--- src/rtl/clr_pkg.sv ---
// ----------------------------------------------------------------------------
// clr_pkg: shared types for the clipped line rasterizer
// Opcodes, draw kinds and configuration register indexes.
// ----------------------------------------------------------------------------
`default_nettype none
package clr_pkg;
  typedef enum logic {OP_LOAD = 1'b0, OP_STEP = 1'b1} opcode_e;
  typedef enum logic [1:0] {KIND_AXIS = 2'd0, KIND_DDA = 2'd1, KIND_BRES = 2'd2} kind_e;
  typedef enum logic [2:0] {
    REG_USE_DDA = 3'd0, REG_CLIP_XL = 3'd1, REG_CLIP_YL = 3'd2, REG_CLIP_XH = 3'd3,
    REG_CLIP_YH = 3'd4, REG_WIN_W = 3'd5, REG_WIN_H = 3'd6
  } reg_e;
  localparam int unsigned CfgIdxBits = 3;
  localparam int unsigned CfgDataBits = 32;
  localparam int unsigned RstClipHigh = 999;
  localparam int unsigned RstWindow = 300;
endpackage
`default_nettype wire

--- src/rtl/clr_if.sv ---
// ----------------------------------------------------------------------------
// clr_if: valid/ready channel interfaces
// Item, pixel and configuration write channels.
// ----------------------------------------------------------------------------
`default_nettype none
interface clr_item_if #(parameter int CB = 10);
  logic valid;
  logic ready;
  logic opcode;
  logic [CB-1:0] start_x, start_y, end_x, end_y;
  modport source (output valid, opcode, start_x, start_y, end_x, end_y, input ready);
  modport sink (input valid, opcode, start_x, start_y, end_x, end_y, output ready);
endinterface

interface clr_pixel_if #(parameter int CB = 10);
  logic valid;
  logic ready;
  logic [CB-1:0] pixel_x, pixel_y;
  logic [2*CB-1:0] pixel_index;
  logic inside_clip, last_pixel;
  modport source (output valid, pixel_x, pixel_y, pixel_index, inside_clip, last_pixel,
                  input ready);
  modport sink (input valid, pixel_x, pixel_y, pixel_index, inside_clip, last_pixel,
                output ready);
endinterface

interface clr_cfg_if;
  logic valid;
  logic ready;
  logic [clr_pkg::CfgIdxBits-1:0] index;
  logic [clr_pkg::CfgDataBits-1:0] data;
  modport source (output valid, index, data, input ready);
  modport sink (input valid, index, data, output ready);
endinterface
`default_nettype wire

--- src/rtl/clr_front.sv ---
// ----------------------------------------------------------------------------
// clr_front: input queue
// Two-entry FIFO that takes item transactions and hands them to the engine.
// ----------------------------------------------------------------------------
`default_nettype none
module clr_front #(
  parameter int CB = 10
) (
  input  wire logic          clk_i,
  input  wire logic          rst_ni,
  input  wire logic          in_valid_i,
  output logic               in_ready_o,
  input  wire logic [4*CB:0] in_data_i,
  output logic               out_valid_o,
  input  wire logic          out_ready_i,
  output logic [4*CB:0]      out_data_o
);
  logic [4*CB:0] mem_q [2];
  logic [1:0] cnt_q, cnt_d;
  logic wr_q, rd_q;
  logic push, pop;

  assign in_ready_o  = (cnt_q != 2'd2);
  assign out_valid_o = (cnt_q != 2'd0);
  assign push = in_valid_i && in_ready_o;
  assign pop  = out_valid_o && out_ready_i;
  assign out_data_o = mem_q[rd_q];

  always_comb begin
    cnt_d = cnt_q;
    if (push && !pop) cnt_d = cnt_q + 2'd1;
    else if (pop && !push) cnt_d = cnt_q - 2'd1;
  end

  always_ff @(posedge clk_i or negedge rst_ni) begin
    if (!rst_ni) begin
      cnt_q <= 2'd0;
      wr_q <= 1'b0;
      rd_q <= 1'b0;
    end else begin
      cnt_q <= cnt_d;
      if (push) wr_q <= ~wr_q;
      if (pop) rd_q <= ~rd_q;
    end
  end

  always_ff @(posedge clk_i) begin
    if (push) mem_q[wr_q] <= in_data_i;
  end

  a_cnt_max: assert property (@(posedge clk_i) disable iff (!rst_ni) cnt_q <= 2'd2)
    else $error("fifo overflow");
  a_no_push_full: assert property (@(posedge clk_i) disable iff (!rst_ni)
    (cnt_q == 2'd2) |-> !push) else $error("push while full");
  a_cnt_track: assert property (@(posedge clk_i) disable iff (!rst_ni)
    (push && !pop) |=> (cnt_q == $past(cnt_q) + 2'd1)) else $error("count slip");
endmodule
`default_nettype wire

--- src/rtl/clr_divider.sv ---
// ----------------------------------------------------------------------------
// clr_divider: restoring divider
// One quotient bit per cycle, unsigned.
// ----------------------------------------------------------------------------
`default_nettype none
module clr_divider #(
  parameter int NB = 27,
  parameter int DB = 11
) (
  input  wire logic          clk_i,
  input  wire logic          rst_ni,
  input  wire logic          start_i,
  input  wire logic [NB-1:0] num_i,
  input  wire logic [DB:0]   den_i,
  output logic               busy_o,
  output logic [NB-1:0]      quot_o
);
  localparam int CntBits = $clog2(NB + 1);
  logic [NB-1:0] quo_q;
  logic [DB:0] den_q;
  logic [DB+1:0] rem_q, trial;
  logic [CntBits-1:0] cnt_q;

  assign busy_o = (cnt_q != '0);
  assign quot_o = quo_q;
  assign trial = {rem_q[DB:0], quo_q[NB-1]};

  always_ff @(posedge clk_i or negedge rst_ni) begin
    if (!rst_ni) begin
      cnt_q <= '0;
    end else if (start_i) begin
      cnt_q <= CntBits'(NB);
    end else if (busy_o) begin
      cnt_q <= cnt_q - 1'b1;
    end
  end

  always_ff @(posedge clk_i) begin
    if (start_i) begin
      quo_q <= num_i;
      den_q <= den_i;
      rem_q <= '0;
    end else if (busy_o) begin
      if (trial >= {1'b0, den_q}) begin
        rem_q <= trial - {1'b0, den_q};
        quo_q <= {quo_q[NB-2:0], 1'b1};
      end else begin
        rem_q <= trial;
        quo_q <= {quo_q[NB-2:0], 1'b0};
      end
    end
  end
endmodule
`default_nettype wire

--- src/rtl/clr_engine.sv ---
// ----------------------------------------------------------------------------
// clr_engine: line setup and pixel stepping
// Loads lines, runs the DDA slope divide, steps pixels into an output register.
// ----------------------------------------------------------------------------
`default_nettype none
module clr_engine #(
  parameter int CB = 10,
  parameter int FB = 16
) (
  input  wire logic          clk_i,
  input  wire logic          rst_ni,
  input  wire logic          in_valid_i,
  output logic               in_ready_o,
  input  wire logic [4*CB:0] in_data_i,
  input  wire logic          use_dda_i,
  input  wire logic [CB-1:0] xlo_i, ylo_i, xhi_i, yhi_i, ww_i, wh_i,
  clr_pixel_if.source        pix
);
  localparam int SB = CB + 1;          // sign-bit index of signed coordinates (width SB+1)
  localparam int NB = CB + FB + 1;     // divider numerator width
  localparam int QB = CB + FB + 2;     // signed slope width
  localparam int PB = QB + CB + 2;     // product width
  localparam int EB = CB + 4;          // error term width

  typedef enum logic [3:0] {
    ST_IDLE = 4'b0001, ST_DIV = 4'b0010, ST_MUL = 4'b0100, ST_EMIT = 4'b1000
  } state_e;

  state_e state_q;
  logic active_q, ymaj_q, mdir_q, dda_neg_q;
  clr_pkg::kind_e kind_q;
  logic signed [SB:0] cur_a_q, cur_b_q, org_a_q, org_b_q, end_a_q, end_b_q;
  logic signed [SB:0] dma_q, dmi_q;
  logic signed [EB-1:0] err_q;
  logic signed [QB-1:0] slope_q;
  logic signed [PB-1:0] prod_q;
  logic div_start;
  logic div_busy;
  logic [NB-1:0] div_q;

  // pixel output register
  logic ov_q;
  logic [CB-1:0] ox_q, oy_q;
  logic [2*CB-1:0] oidx_q;
  logic oin_q, olast_q;

  // live limits
  logic signed [SB:0] xlo, ylo, xhi, yhi, alo, ahi, blo, bhi;
  always_comb begin
    xlo = (SB+1)'(xlo_i);
    ylo = (SB+1)'(ylo_i);
    xhi = (ww_i < xhi_i) ? (SB+1)'(ww_i) : (SB+1)'(xhi_i);
    yhi = (wh_i < yhi_i) ? (SB+1)'(wh_i) : (SB+1)'(yhi_i);
    alo = ymaj_q ? ylo : xlo;
    ahi = ymaj_q ? yhi : xhi;
    blo = ymaj_q ? xlo : ylo;
    bhi = ymaj_q ? xhi : yhi;
  end

  // load decode
  logic op;
  logic signed [SB:0] x1, y1, x2, y2, dx, dy, adx, ady;
  logic l_ymaj;
  clr_pkg::kind_e l_kind;
  logic signed [SB:0] a1, b1, a2, b2, oa, ob, ea, eb, ldma, ldmi, lstart;
  logic lmdir;
  always_comb begin
    op = in_data_i[4*CB];
    x1 = (SB+1)'(in_data_i[4*CB-1 -: CB]);
    y1 = (SB+1)'(in_data_i[3*CB-1 -: CB]);
    x2 = (SB+1)'(in_data_i[2*CB-1 -: CB]);
    y2 = (SB+1)'(in_data_i[CB-1:0]);
    dx = x2 - x1;
    dy = y2 - y1;
    adx = dx[SB] ? -dx : dx;
    ady = dy[SB] ? -dy : dy;
    if (dx == 0 || dy == 0) begin
      l_kind = clr_pkg::KIND_AXIS;
      l_ymaj = (dx == 0);
    end else if (use_dda_i) begin
      l_kind = clr_pkg::KIND_DDA;
      l_ymaj = ady > adx;
    end else begin
      l_kind = clr_pkg::KIND_BRES;
      l_ymaj = !(ady < adx);
    end
    a1 = l_ymaj ? y1 : x1;
    b1 = l_ymaj ? x1 : y1;
    a2 = l_ymaj ? y2 : x2;
    b2 = l_ymaj ? x2 : y2;
    if (a1 > a2) begin
      oa = a2; ob = b2; ea = a1; eb = b1;
    end else begin
      oa = a1; ob = b1; ea = a2; eb = b2;
    end
    ldma = ea - oa;
    ldmi = (eb < ob) ? ob - eb : eb - ob;
    lmdir = eb < ob;
    lstart = oa;
  end

  // load-time limits use the new major orientation
  logic signed [SB:0] lalo, lahi, lblo, lbhi, lst;
  logic lact;
  always_comb begin
    lalo = l_ymaj ? ylo : xlo;
    lahi = l_ymaj ? yhi : xhi;
    lblo = l_ymaj ? xlo : ylo;
    lbhi = l_ymaj ? xhi : yhi;
    lst = (l_kind == clr_pkg::KIND_BRES) ? lstart : ((lstart > lalo) ? lstart : lalo);
    lact = !(lst > ((lahi < ea) ? lahi : ea));
    if (l_kind == clr_pkg::KIND_AXIS && !(ob > lblo && ob < lbhi)) lact = 1'b0;
    if (l_kind == clr_pkg::KIND_BRES) begin
      if (lmdir) lact = lact && (ob >= ((eb > lblo) ? eb : lblo));
      else lact = lact && (ob <= ((eb < lbhi) ? eb : lbhi));
    end
  end

  // step datapath
  logic signed [SB:0] mnr, nmaj, nmin, rmin, px, py;
  logic signed [PB-1:0] rnd_abs, rv;
  logic in_clip, up, nact;
  logic signed [EB-1:0] nerr;
  logic [2*CB-1:0] idx;
  always_comb begin
    rv = prod_q;
    rnd_abs = (rv[PB-1] ? -rv : rv) + (PB'(1) <<< (FB - 1));
    rnd_abs = rnd_abs >>> FB;
    rmin = (SB+1)'(rv[PB-1] ? -rnd_abs : rnd_abs);
    if (!ymaj_q) rmin = rmin + org_b_q;
    if (kind_q == clr_pkg::KIND_BRES) mnr = cur_b_q;
    else if (kind_q == clr_pkg::KIND_AXIS) mnr = org_b_q;
    else mnr = rmin;
    if (kind_q == clr_pkg::KIND_AXIS) in_clip = 1'b1;
    else if (kind_q == clr_pkg::KIND_DDA) in_clip = (mnr >= blo) && (mnr <= bhi);
    else if (mdir_q) in_clip = (cur_a_q >= alo) && (mnr <= ((bhi < org_b_q) ? bhi : org_b_q));
    else in_clip = (cur_a_q >= alo) && (mnr >= ((blo > org_b_q) ? blo : org_b_q));
    px = ymaj_q ? mnr : cur_a_q;
    py = ymaj_q ? cur_a_q : mnr;
    idx = (2*CB)'(py[CB-1:0] * ww_i) + (2*CB)'(px[CB-1:0]);
    up = (ymaj_q && !mdir_q) ? (err_q >= 0) : (err_q > 0);
    nmin = org_b_q;
    nerr = err_q;
    if (kind_q == clr_pkg::KIND_BRES) begin
      if (up) begin
        nmin = cur_b_q + (mdir_q ? -(SB+1)'(1) : (SB+1)'(1));
        nerr = err_q + EB'(2 * dmi_q) - EB'(2 * dma_q);
      end else begin
        nmin = cur_b_q;
        nerr = err_q + EB'(2 * dmi_q);
      end
    end
    nmaj = cur_a_q + 1'b1;
    nact = !(nmaj > ((ahi < end_a_q) ? ahi : end_a_q));
    if (kind_q == clr_pkg::KIND_BRES) begin
      if (mdir_q) nact = nact && (nmin >= ((end_b_q > blo) ? end_b_q : blo));
      else nact = nact && (nmin <= ((end_b_q < bhi) ? end_b_q : bhi));
    end
  end

  logic take;
  assign in_ready_o = (state_q == ST_IDLE) && !ov_q;
  assign take = in_valid_i && in_ready_o;
  assign div_start = take && op == clr_pkg::OP_LOAD && l_kind == clr_pkg::KIND_DDA;

  clr_divider #(.NB(NB), .DB(SB)) u_div (
    .clk_i, .rst_ni, .start_i(div_start),
    .num_i((NB'(ldmi) << (FB + 1)) + NB'(ldma)),
    .den_i((SB+1)'(ldma <<< 1)),
    .busy_o(div_busy), .quot_o(div_q)
  );

  always_ff @(posedge clk_i or negedge rst_ni) begin
    if (!rst_ni) begin
      state_q <= ST_IDLE;
      active_q <= 1'b0;
      ov_q <= 1'b0;
    end else begin
      if (ov_q && pix.ready) ov_q <= 1'b0;
      case (state_q)
        ST_IDLE: begin
          if (take && op == clr_pkg::OP_LOAD) begin
            active_q <= lact;
            if (l_kind == clr_pkg::KIND_DDA) state_q <= ST_DIV;
            else if (lact && l_kind == clr_pkg::KIND_AXIS) state_q <= ST_MUL;
          end else if (take && active_q) begin
            state_q <= ST_EMIT;
          end
        end
        ST_DIV: if (!div_start && !div_busy) state_q <= ST_MUL;
        ST_MUL: state_q <= ST_IDLE;
        ST_EMIT: begin
          ov_q <= 1'b1;
          active_q <= nact;
          state_q <= (kind_q == clr_pkg::KIND_BRES) ? ST_IDLE : ST_MUL;
        end
        default: state_q <= ST_IDLE;
      endcase
    end
  end

  always_ff @(posedge clk_i) begin
    if (take && op == clr_pkg::OP_LOAD) begin
      kind_q <= l_kind;
      ymaj_q <= l_ymaj;
      org_a_q <= oa;
      org_b_q <= ob;
      end_a_q <= ea;
      end_b_q <= eb;
      dma_q <= ldma;
      dmi_q <= ldmi;
      mdir_q <= lmdir;
      cur_a_q <= lst;
      cur_b_q <= ob;
      err_q <= EB'(2 * ldmi) - EB'(ldma);
      slope_q <= '0;
      dda_neg_q <= ((l_ymaj ? dx : dy) < 0) != ((l_ymaj ? dy : dx) < 0);
    end
    if (state_q == ST_DIV && !div_start && !div_busy)
      slope_q <= dda_neg_q ? -QB'(div_q) : QB'(div_q);
    if (state_q == ST_MUL)
      prod_q <= slope_q * PB'(cur_a_q - org_a_q) +
                (ymaj_q ? (PB'(org_b_q) <<< FB) : PB'(0));
    if (state_q == ST_EMIT) begin
      ox_q <= px[CB-1:0];
      oy_q <= py[CB-1:0];
      oidx_q <= idx;
      oin_q <= in_clip;
      olast_q <= !nact;
      cur_a_q <= nmaj;
      cur_b_q <= nmin;
      err_q <= nerr;
    end
  end

  assign pix.valid = ov_q;
  assign pix.pixel_x = ox_q;
  assign pix.pixel_y = oy_q;
  assign pix.pixel_index = oidx_q;
  assign pix.inside_clip = oin_q;
  assign pix.last_pixel = olast_q;

  a_onehot: assert property (@(posedge clk_i) disable iff (!rst_ni) $onehot(state_q))
    else $error("state not one-hot");
  a_emit_free: assert property (@(posedge clk_i) disable iff (!rst_ni)
    (state_q == ST_EMIT) |-> !ov_q) else $error("pixel overwritten");
  a_emit_valid: assert property (@(posedge clk_i) disable iff (!rst_ni)
    (state_q == ST_EMIT) |=> ov_q) else $error("pixel not posted");
endmodule
`default_nettype wire

--- src/rtl/clipped_line_rasterizer.sv ---
// ----------------------------------------------------------------------------
// clipped_line_rasterizer: top level
// Clipped line rasterizer with Bresenham or DDA stepping; axis-aligned lines use their own path.
// ----------------------------------------------------------------------------
// Path: a step transaction's pixel passes the queue, the engine's ST_EMIT state
//   and the pixel register before it is offered, for every draw kind.
// Flow: the engine takes no new item until the pixel register has drained;
//   loads pass no state (Bresenham), ST_MUL (axis) or ST_DIV and ST_MUL (DDA).
// Reset: rst_ni is asynchronous, active low; clears the queue, line state and
//   configuration to defaults (clip highs 999, window 300 by 300).
`default_nettype none
module clipped_line_rasterizer #(
  parameter int COORD_BITS = 10,
  parameter int SLOPE_FRAC_BITS = 16
) (
  input wire logic clk_i,
  input wire logic rst_ni,
  clr_item_if.sink in,
  clr_pixel_if.source out,
  clr_cfg_if.sink cfg
);
  localparam int CB = COORD_BITS;

  // configuration registers, always writable
  logic use_dda_q;
  logic [CB-1:0] xlo_q, ylo_q, xhi_q, yhi_q, ww_q, wh_q;
  assign cfg.ready = 1'b1;
  always_ff @(posedge clk_i or negedge rst_ni) begin
    if (!rst_ni) begin
      use_dda_q <= 1'b0;
      xlo_q <= '0;
      ylo_q <= '0;
      xhi_q <= CB'(clr_pkg::RstClipHigh);
      yhi_q <= CB'(clr_pkg::RstClipHigh);
      ww_q <= CB'(clr_pkg::RstWindow);
      wh_q <= CB'(clr_pkg::RstWindow);
    end else if (cfg.valid) begin
      case (clr_pkg::reg_e'(cfg.index))
        clr_pkg::REG_USE_DDA: use_dda_q <= cfg.data[0];
        clr_pkg::REG_CLIP_XL: xlo_q <= cfg.data[CB-1:0];
        clr_pkg::REG_CLIP_YL: ylo_q <= cfg.data[CB-1:0];
        clr_pkg::REG_CLIP_XH: xhi_q <= cfg.data[CB-1:0];
        clr_pkg::REG_CLIP_YH: yhi_q <= cfg.data[CB-1:0];
        clr_pkg::REG_WIN_W: ww_q <= cfg.data[CB-1:0];
        clr_pkg::REG_WIN_H: wh_q <= cfg.data[CB-1:0];
        default: ;
      endcase
    end
  end

  // front: transaction queue decouples the input from the engine
  logic q_valid, q_ready;
  logic [4*CB:0] q_data;
  clr_front #(.CB(CB)) u_front (
    .clk_i, .rst_ni,
    .in_valid_i(in.valid), .in_ready_o(in.ready),
    .in_data_i({in.opcode, in.start_x, in.start_y, in.end_x, in.end_y}),
    .out_valid_o(q_valid), .out_ready_i(q_ready), .out_data_o(q_data)
  );

  // back: setup, divide, stepping, pixel register
  clr_engine #(.CB(CB), .FB(SLOPE_FRAC_BITS)) u_engine (
    .clk_i, .rst_ni,
    .in_valid_i(q_valid), .in_ready_o(q_ready), .in_data_i(q_data),
    .use_dda_i(use_dda_q), .xlo_i(xlo_q), .ylo_i(ylo_q), .xhi_i(xhi_q),
    .yhi_i(yhi_q), .ww_i(ww_q), .wh_i(wh_q),
    .pix(out)
  );
endmodule
`default_nettype wire
--- src/flat_wrapper.sv ---
// flat-port wrapper written by rule: the top's interface ports become plain ports
module clipped_line_rasterizer_flat 
#(
  parameter int COORD_BITS = 10,
  parameter int SLOPE_FRAC_BITS = 16
)
  (clk_i, rst_ni, in_valid, in_opcode, in_start_x, in_start_y, in_end_x, in_end_y, in_ready, out_valid, out_pixel_x, out_pixel_y, out_pixel_index, out_inside_clip, out_last_pixel, out_ready, cfg_valid, cfg_index, cfg_data, cfg_ready);
  clr_item_if in_i ();
  clr_pixel_if out_i ();
  clr_cfg_if cfg_i ();
  input wire logic clk_i;
  input wire logic rst_ni;
  input wire logic [$bits(in_i.valid)-1:0] in_valid;
  input wire logic [$bits(in_i.opcode)-1:0] in_opcode;
  input wire logic [$bits(in_i.start_x)-1:0] in_start_x;
  input wire logic [$bits(in_i.start_y)-1:0] in_start_y;
  input wire logic [$bits(in_i.end_x)-1:0] in_end_x;
  input wire logic [$bits(in_i.end_y)-1:0] in_end_y;
  output wire logic [$bits(in_i.ready)-1:0] in_ready;
  output wire logic [$bits(out_i.valid)-1:0] out_valid;
  output wire logic [$bits(out_i.pixel_x)-1:0] out_pixel_x;
  output wire logic [$bits(out_i.pixel_y)-1:0] out_pixel_y;
  output wire logic [$bits(out_i.pixel_index)-1:0] out_pixel_index;
  output wire logic [$bits(out_i.inside_clip)-1:0] out_inside_clip;
  output wire logic [$bits(out_i.last_pixel)-1:0] out_last_pixel;
  input wire logic [$bits(out_i.ready)-1:0] out_ready;
  input wire logic [$bits(cfg_i.valid)-1:0] cfg_valid;
  input wire logic [$bits(cfg_i.index)-1:0] cfg_index;
  input wire logic [$bits(cfg_i.data)-1:0] cfg_data;
  output wire logic [$bits(cfg_i.ready)-1:0] cfg_ready;
  assign in_i.valid = in_valid;
  assign in_i.opcode = in_opcode;
  assign in_i.start_x = in_start_x;
  assign in_i.start_y = in_start_y;
  assign in_i.end_x = in_end_x;
  assign in_i.end_y = in_end_y;
  assign in_ready = in_i.ready;
  assign out_valid = out_i.valid;
  assign out_pixel_x = out_i.pixel_x;
  assign out_pixel_y = out_i.pixel_y;
  assign out_pixel_index = out_i.pixel_index;
  assign out_inside_clip = out_i.inside_clip;
  assign out_last_pixel = out_i.last_pixel;
  assign out_i.ready = out_ready;
  assign cfg_i.valid = cfg_valid;
  assign cfg_i.index = cfg_index;
  assign cfg_i.data = cfg_data;
  assign cfg_ready = cfg_i.ready;
  clipped_line_rasterizer #(.COORD_BITS(COORD_BITS), .SLOPE_FRAC_BITS(SLOPE_FRAC_BITS)) u_core (.clk_i(clk_i), .rst_ni(rst_ni), .in(in_i), .out(out_i), .cfg(cfg_i));
endmodule
--- config.mk ---
export PLATFORM = sky130hd
export DESIGN_NAME = clipped_line_rasterizer_flat
export DESIGN_NICKNAME = d
export VERILOG_FILES = /design/src/rtl/clr_pkg.sv /design/src/rtl/clr_if.sv /design/src/rtl/clr_front.sv /design/src/rtl/clr_divider.sv /design/src/rtl/clr_engine.sv /design/src/rtl/clipped_line_rasterizer.sv /design/src/flat_wrapper.sv
export SDC_FILE = /design/constraint.sdc
export NUM_CORES = 2
export LEC_CHECK = 0
export BUFFER_PORTS_ARGS = -buffer_cell sky130_fd_sc_hd__buf_2
export CAP_MARGIN = 20
export CELL_PAD_IN_SITES_DETAIL_PLACEMENT = 0
export CELL_PAD_IN_SITES_GLOBAL_PLACEMENT = 1
export CORE_MARGIN = 2
export CORE_UTILIZATION = 50
export CTS_CLUSTER_DIAMETER = 120
export DETAILED_ROUTE_END_ITERATION = 10
export GPL_TIMING_DRIVEN = 0
export MAX_ROUTING_LAYER = met4
export PLACE_DENSITY = 0.86
export SLEW_MARGIN = 5
export SYNTH_ARGS = -nofsm -noshare
export SYNTH_HDL_FRONTEND = slang
export SYNTH_SLANG_ARGS = --single-unit
--- constraint.sdc ---
create_clock -name clk_i -period 32.1 [get_ports clk_i]
set_input_delay 3.21 -clock clk_i [delete_from_list [all_inputs] [get_ports clk_i]]
set_output_delay 3.21 -clock clk_i [all_outputs]
set_load 0.03 [all_outputs]
* After elaboration in Yosys (flattened, before gate mapping)
Memories as Yosys holds them, arrays and structs flattened.
Cells that the tools add are included.
** Word-level totals
- Bits in registers :: 348
- RAM bits :: 82
- Output and inout bits :: 45
- Memories kept :: 1
** Memories
- u_core.u_front.mem_q :: depth 2, width 41, read ports 1, clocked after Yosys merged registers in 0, write ports 1, line clr_front.sv:18 : logic [4*CB:0] mem_q [2];
** Cells by class
- Add/subtract/negate cells :: 25
- $mul :: 2
- Order comparisons :: 33
- Equality and inequality tests :: 21
- Muxes and demuxes :: 88
- Bitwise logic cells :: 3
- Reductions and logical operators :: 58
** Operators with widths (count)
- $mux W12 :: 23
- $mux W10 :: 22
- $mux W28 :: 4
- $logic_not A32 Y1 :: 2
- $lt A32 B1 Y1 const B :: 2
- $mux W32 :: 2
- $mux W14 :: 4
- $mux W27 :: 2
- $add A40 B40 Y40 :: 1
- $mul A28 B13 Y40 :: 1
- $mux W40 :: 1
- $ge A12 B12 Y1 :: 3
- $gt A12 B11 Y1 :: 3
- $gt A12 B12 Y1 :: 3
- $le A12 B12 Y1 :: 3
- $lt A11 B12 Y1 :: 3
- $lt A12 B11 Y1 :: 3
- $sub A12 B12 Y12 :: 3
- $sub A10 B10 Y11 :: 3
- $add A28 B17 Y28 const B :: 1
- $neg A27 Y28 :: 1
- $neg A28 Y28 :: 1
- $add A27 B11 Y27 :: 1
- $add A12 B12 Y12 :: 2
- 52 further kinds :: 136

* Logic depth before layout (Yosys ltp)
An unclocked memory read counts as a cell.
- Word-level depth :: 25
- Gate-level depth with buffers :: 73
- Depth with buffers taken out :: 63

* Cells and area by module
From an unflattened synthesis, not the netlist that was laid out.
** Second synthesis, totals
- Cells, all modules :: 4913
- Area, all modules :: 48081.1 um2
** Modules (own cells, without submodules)
- clr_engine :: instances 1, cells each 4381, area each 39352.7 um2
- clr_front :: instances 1, cells each 146, area each 3355.7 um2
- clr_divider :: instances 1, cells each 249, area each 2884.0 um2
- clipped_line_rasterizer :: instances 1, cells each 137, area each 2488.6 um2

* Least setup slack after synthesis
OpenSTA, ideal clock, no wires.
- Path type :: register to register
- Start :: reg u_core.u_front.rd_q
- End :: reg u_core.u_engine.err_q[12], data pin
- Library setup time :: 0.270 ns
- Data arrival time :: 13.302 ns
- Data required time :: 31.830 ns
- Slack :: 18.528 ns
- Cell stages (with the launch flop) :: 69
- Clock period less this slack :: 13.572 ns
- Cells stage by stage :: dfrtp_1 > clkbuf_1 > buf_2 > buf_1 > buf_1 > mux2_2 > ha_1 > a21o_1 > a22oi_1 > a21oi_1 > a21o_1 > a21oi_1 > clkbuf_1 > o41ai_1 > xor2_1 > ha_1 > nand3_1 > nor4_1 > (+33 left out) > nand2_2 > mux2i_1 > xnor2_1 > ha_1 > inv_1 > nor2_1 > nor2_1 > o21bai_1 > a21oi_1 > nor2b_1 > o21a_1 > o21ai_0 > nand2b_1 > a21oi_1 > o21bai_1 > a21oi_1 > xor2_1 > a21oi_1
** On the way
- Longest elaborated chain between the ends :: 16
- Elaborated cells between the ends (all ways) :: 32
** Ends and longest elaborated chain
- start, declared :: line clr_front.sv:20 : logic wr_q, rd_q;
- start signal, assigned :: line clr_front.sv:43 : if (pop) rd_q <= ~rd_q;
- $mem_v2 Z2 W41 *
- $sub A10 B10 Y11, on equally long branches :: line clr_engine.sv:74, clr_engine.sv:73
- $neg A11 Y12, on equally long branches :: line clr_engine.sv:76, clr_engine.sv:75
- $mux W12, on equally long branches :: line clr_engine.sv:76, clr_engine.sv:75
- $lt A12 B12 Y1 :: line clr_engine.sv:85 : l_ymaj = !(ady < adx);
- $logic_not A1 Y1 :: line clr_engine.sv:85
- $mux W1 :: line clr_engine.sv:80 : end else if (use_dda_i) begin
- $mux W1 :: line clr_engine.sv:77 : if (dx == 0 || dy == 0) begin
- (+2 left out)
- $mux W10 * :: line clr_engine.sv:91 : if (a1 > a2) begin
- net u_core.u_engine.ob[2] :: line clr_engine.sv:65 : logic signed [SB:0] a1, b1, a2, b2, oa, ob, ea, eb, ldma, ldmi, lstart;
- $sub A12 B12 Y12 or $lt A12 B12 Y1 (tied branches) :: line clr_engine.sv:97 : ldmi = (eb < ob) ? ob - eb : eb - ob;
- $mux W12 * :: line clr_engine.sv:97
- net u_core.u_engine.ldmi[2] :: line clr_engine.sv:65
- $sub A13 B11 Y14 * :: line clr_engine.sv:215 : err_q <= EB'(2 * ldmi) - EB'(ldma);
- $mux W14 * :: line clr_engine.sv:203 : if (take && op == clr_pkg::OP_LOAD) begin
- $mux W14 * :: line clr_engine.sv:224 : if (state_q == ST_EMIT) begin
- end signal, assigned :: line clr_engine.sv:215
- end signal, assigned :: line clr_engine.sv:232 : err_q <= nerr;
- end, declared :: line clr_engine.sv:34 : logic signed [EB-1:0] err_q;
Mark *: on every way through the listed nets, which the timed path passes. The rest lies on a longest branch. The select of a mux whose other input is x is not followed.
A chain may end at the register's enable or synchronous reset.

* Worst setup path after layout
- Start :: reg u_core.u_front.rd_q
- End :: reg u_core.u_engine.err_q[12], data pin
** On the way
- Longest elaborated chain between the ends :: 16
- Elaborated cells between the ends (all ways) :: 32
** Ends and longest elaborated chain (line)
- $mem_v2 Z2 W41 *
- $sub A10 B10 Y11, on equally long branches :: clr_engine.sv:74, clr_engine.sv:73
- $neg A11 Y12, on equally long branches :: clr_engine.sv:76, clr_engine.sv:75
- $mux W12, on equally long branches :: clr_engine.sv:76, clr_engine.sv:75
- $lt A12 B12 Y1 :: clr_engine.sv:85
- $logic_not A1 Y1 :: clr_engine.sv:85
- $mux W1 :: clr_engine.sv:80
- $mux W1 :: clr_engine.sv:77
- (+2 left out)
- $mux W10 * :: clr_engine.sv:91
- net u_core.u_engine.ob[3] :: clr_engine.sv:65
- $lt A12 B12 Y1 * :: clr_engine.sv:97
- $mux W12 * :: clr_engine.sv:97
- net u_core.u_engine.ldmi[2] :: clr_engine.sv:65
- $sub A13 B11 Y14 * :: clr_engine.sv:215
- $mux W14 * :: clr_engine.sv:203
- $mux W14 * :: clr_engine.sv:224
Marked as above.

==> results.md <==
* Number of max-cap violations at 0
* Crit Path Class: flop to flop
* Syn avg cell area at 9.67 um^2
* Vertical die dimension at 313 um
* Yosys cell types at 109
* Global-route wire length before repair at 214,000 um
* GRT Total Usage at 0.291
* Core ar. at 94,700 um^2
* Clock net sink count at 413
* Slew Viols, Final at 0
* Min Tclk post-route at 17.97 ns
* Endpoints failing setup at 0
* Synth Cell Area at 47,700 um^2
* DR iter-0 viols at 2,692
* Clk_lat worst skew at 0.65 ns
* Data required, critical path at 32.47 ns
* Hold Violations, Final at 0
* Primary FF master, synth: edfxtp_1
* Worst path most repeated cell: a21oi_1
* GRT Max-Usage Layer: met2
* Share of layout cells above drive strength 1 at 0.0889
* Most frequent cell after synthesis: inv_1
* Global routing usage on met3 at 0.0400
* Clock Pin Slew Worst Setup and Hold Paths at 0.06 ns
* TritonCTS Buffers at 50
* CTS max path bufs at 3
* Antenna violations before repair at 3
* Slew margin rel. at 0.189
* CP peak stage delay at 0.92 ns
* Worst-path maximum fanout at 10
* Slowest-stage cell, CP: mux2i_1
* Via count of the first global-routing pass at 37,300
* Rows at 113
* Die area at 97,800 um^2
* Yosys reg bits at 413
* Hold crit path type: flop to flop
* Area growth from synthesis to layout at 8.65%
* Crit path DAT at 18.34 ns
* Vias at 37,100
* H-Tree Level Count at 2
* Register area share after synthesis at 0.250
* Yosys top cell area share at 0.205
* Wire per inst at 21.5 um
* EDFF count, synth at 325
* Worst Skew at 0.0670 ns
* CTS tree: done
* RSZ-0062 raised after global routing: no
* GPL Wtd Cong at 0.989
* Post-detailed-route count of antenna-violating nets at 0
* Fin nets at 6,133
* Asr flop ratio synth at 0.184
* Die width at 313 um
* Cells after Synth at 4,928
* DP HPWL at 110,000 um
* Final wirelength at 138,000 um
* Crit share post-route at 0.560
* Post-cts gate resize count at 0
* Buffers on Ports at 102
* Synth cell count leaders: inv_1 (600), ha_1 (527), nand2_1 (510)
* Grt met1 use at 0.378
* Synth Warn # at 0
* Largest area contributor in the netlist: edfxtp_1
* Worst slew pin tran at 1.18 ns
* Max Clk Rate at 55.7 MHz
* Synth area leaders: edfxtp_1 (20%), fa_1 (18%), ha_1 (14%), inv_1 (4.7%), mux2i_1 (4.3%)
* Met2 usage at 0.464
* Pin count of the biggest net entering global routing at 67
* GR Overflow Total at 0
* Drt drc at 0
* CTS hold repair buffers at 0
* Fill count at 8,626
* Root Buffer Master: clkbuf_16
* Initial Util at 0.503
* First-pass detailed-route iteration total at 5
* Post CTS Setup Buffer Count at 0
* Crit start category: flop
* Setup TNS at 0 ns
* # IOs at 126
* CP Capture Type: flop
* Status: complete, no violations
* Vias/cell at 5.78
==> metal layers <==
layer,vias to the layer above,routed length [um]
met5,-,0
met1,18300,58600
met2,1343,63700
met4,0,5790
li1,17200,-
met3,290,9500
==> registers in the layout, indices dropped and copies added (netlist names), 12 cells and up <==
signal	flops
u_core.u_front.mem_q	82
u_core.u_engine.prod_q	29
u_core.u_engine.slope_q	28
u_core.u_engine.u_div.quot_o	27
u_core.u_engine.pix.pixel_index	20
u_core.u_engine.err_q	14
u_core.u_engine.cur_a_q	12
u_core.u_engine.cur_b_q	12
u_core.u_engine.dmi_q	12
u_core.u_engine.u_div.rem_q	12
==> path summary, 6_finish.rpt <==
path / startpoint / slack [ns] / cells past startpoint / end
max: u_core.u_front.rd_q$_DFFE_PN0P_ / 14.13 / 68 / u_core.u_engine.err_q[12]$_DFFE_PP_
min: u_core.u_engine.u_div.rem_q[0]$_SDFFE_PP0P_ / 0.49 / 2 / u_core.u_engine.u_div.rem_q[0]$_SDFFE_PP0P_
max reg2reg: u_core.u_front.rd_q$_DFFE_PN0P_ / 14.13 / 68 / u_core.u_engine.err_q[12]$_DFFE_PP_
min reg2reg: u_core.u_engine.u_div.rem_q[0]$_SDFFE_PP0P_ / 0.49 / 2 / u_core.u_engine.u_div.rem_q[0]$_SDFFE_PP0P_
max in group asynchronous: rst_ni / 28.92 / 2 / u_core.u_engine.state_q[0]$_DFFE_PN1P_
min in group asynchronous: rst_ni / 2.51 / 1 / u_core.ww_q[9]$_DFFE_PN0P_
==> cell type report <==
type | count | area, um^2 | area share
Clock buffer | 69 | 1420 | 0.0274
Antenna cell | 1 | 2.50 | 0.0000483
Clock inverter | 24 | 264 | 0.00510
Buffer | 190 | 772 | 0.0149
Timing Repair Buffer | 127 | 818 | 0.0158
Multi-Input combinational cell | 3724 | 32700 | 0.632
Tap cell | 1265 | 1580 | 0.0306
Inverter | 602 | 2260 | 0.0437
Sequential cell | 413 | 11900 | 0.230
==> kinds of logic (layout without fill, tap and decap cells) <==
logic type | Yosys count | count (layout) | synth area share
fa+ha+maj | 953 | 953 | 0.315
flops | 413 | 413 | 0.250
buf+inv | 792 | 1012 | 0.0635
other cells | 2 | 4 | 0.000158
compound gates | 842 | 842 | 0.112
simple gates | 1340 | 1340 | 0.137
mux | 353 | 353 | 0.0783
xor+xnor | 233 | 233 | 0.0433
==> placed cells by master (no fill, tap or decap), drive strengths merged, types with 81 or more instances in the layout <==
cell / instances
clkbuf: 218
mux2i: 211
xor2: 81
o21ai: 214
fa: 417
edfxtp: 325
xnor2: 151
and2: 164
nor2: 247
buf: 168
nor2b: 90
a21oi: 258
a21o: 95
nand2: 512
mux2: 142
inv: 604
ha: 527
==> per-stage QoR <==
stage	hold WS, ns	cell area, um^2	utilization	setup WS, ns	instances
after floorplan	0.445	47700	-	18.53	4929
after global placement	0.461	49800	0.525	14.61	6296
after detailed placement	0.475	50000	0.528	14.51	6314
after CTS	0.483	51700	0.546	14.45	6407
after global routing	0.519	51800	0.547	13.01	6415
final	0.487	51800	0.547	14.13	6415
==> worst max-delay path, delay by kind of cell (launching register included) <==
family                   cells  cell delay, ns
buffers and inverters       16            5.33
flip-flops                   1            0.32
XOR/XNOR                     3            0.82
AO/OA/AOI/OAI               24            4.67
AND/OR/NAND/NOR             13            1.58
multiplexers                 5            2.24
adder cells (fa/ha/maj)      7            2.66
Power is left out: the tool's default activity adds up to more than one toggle a clock period on the data nets, which glitch-free logic cannot reach.
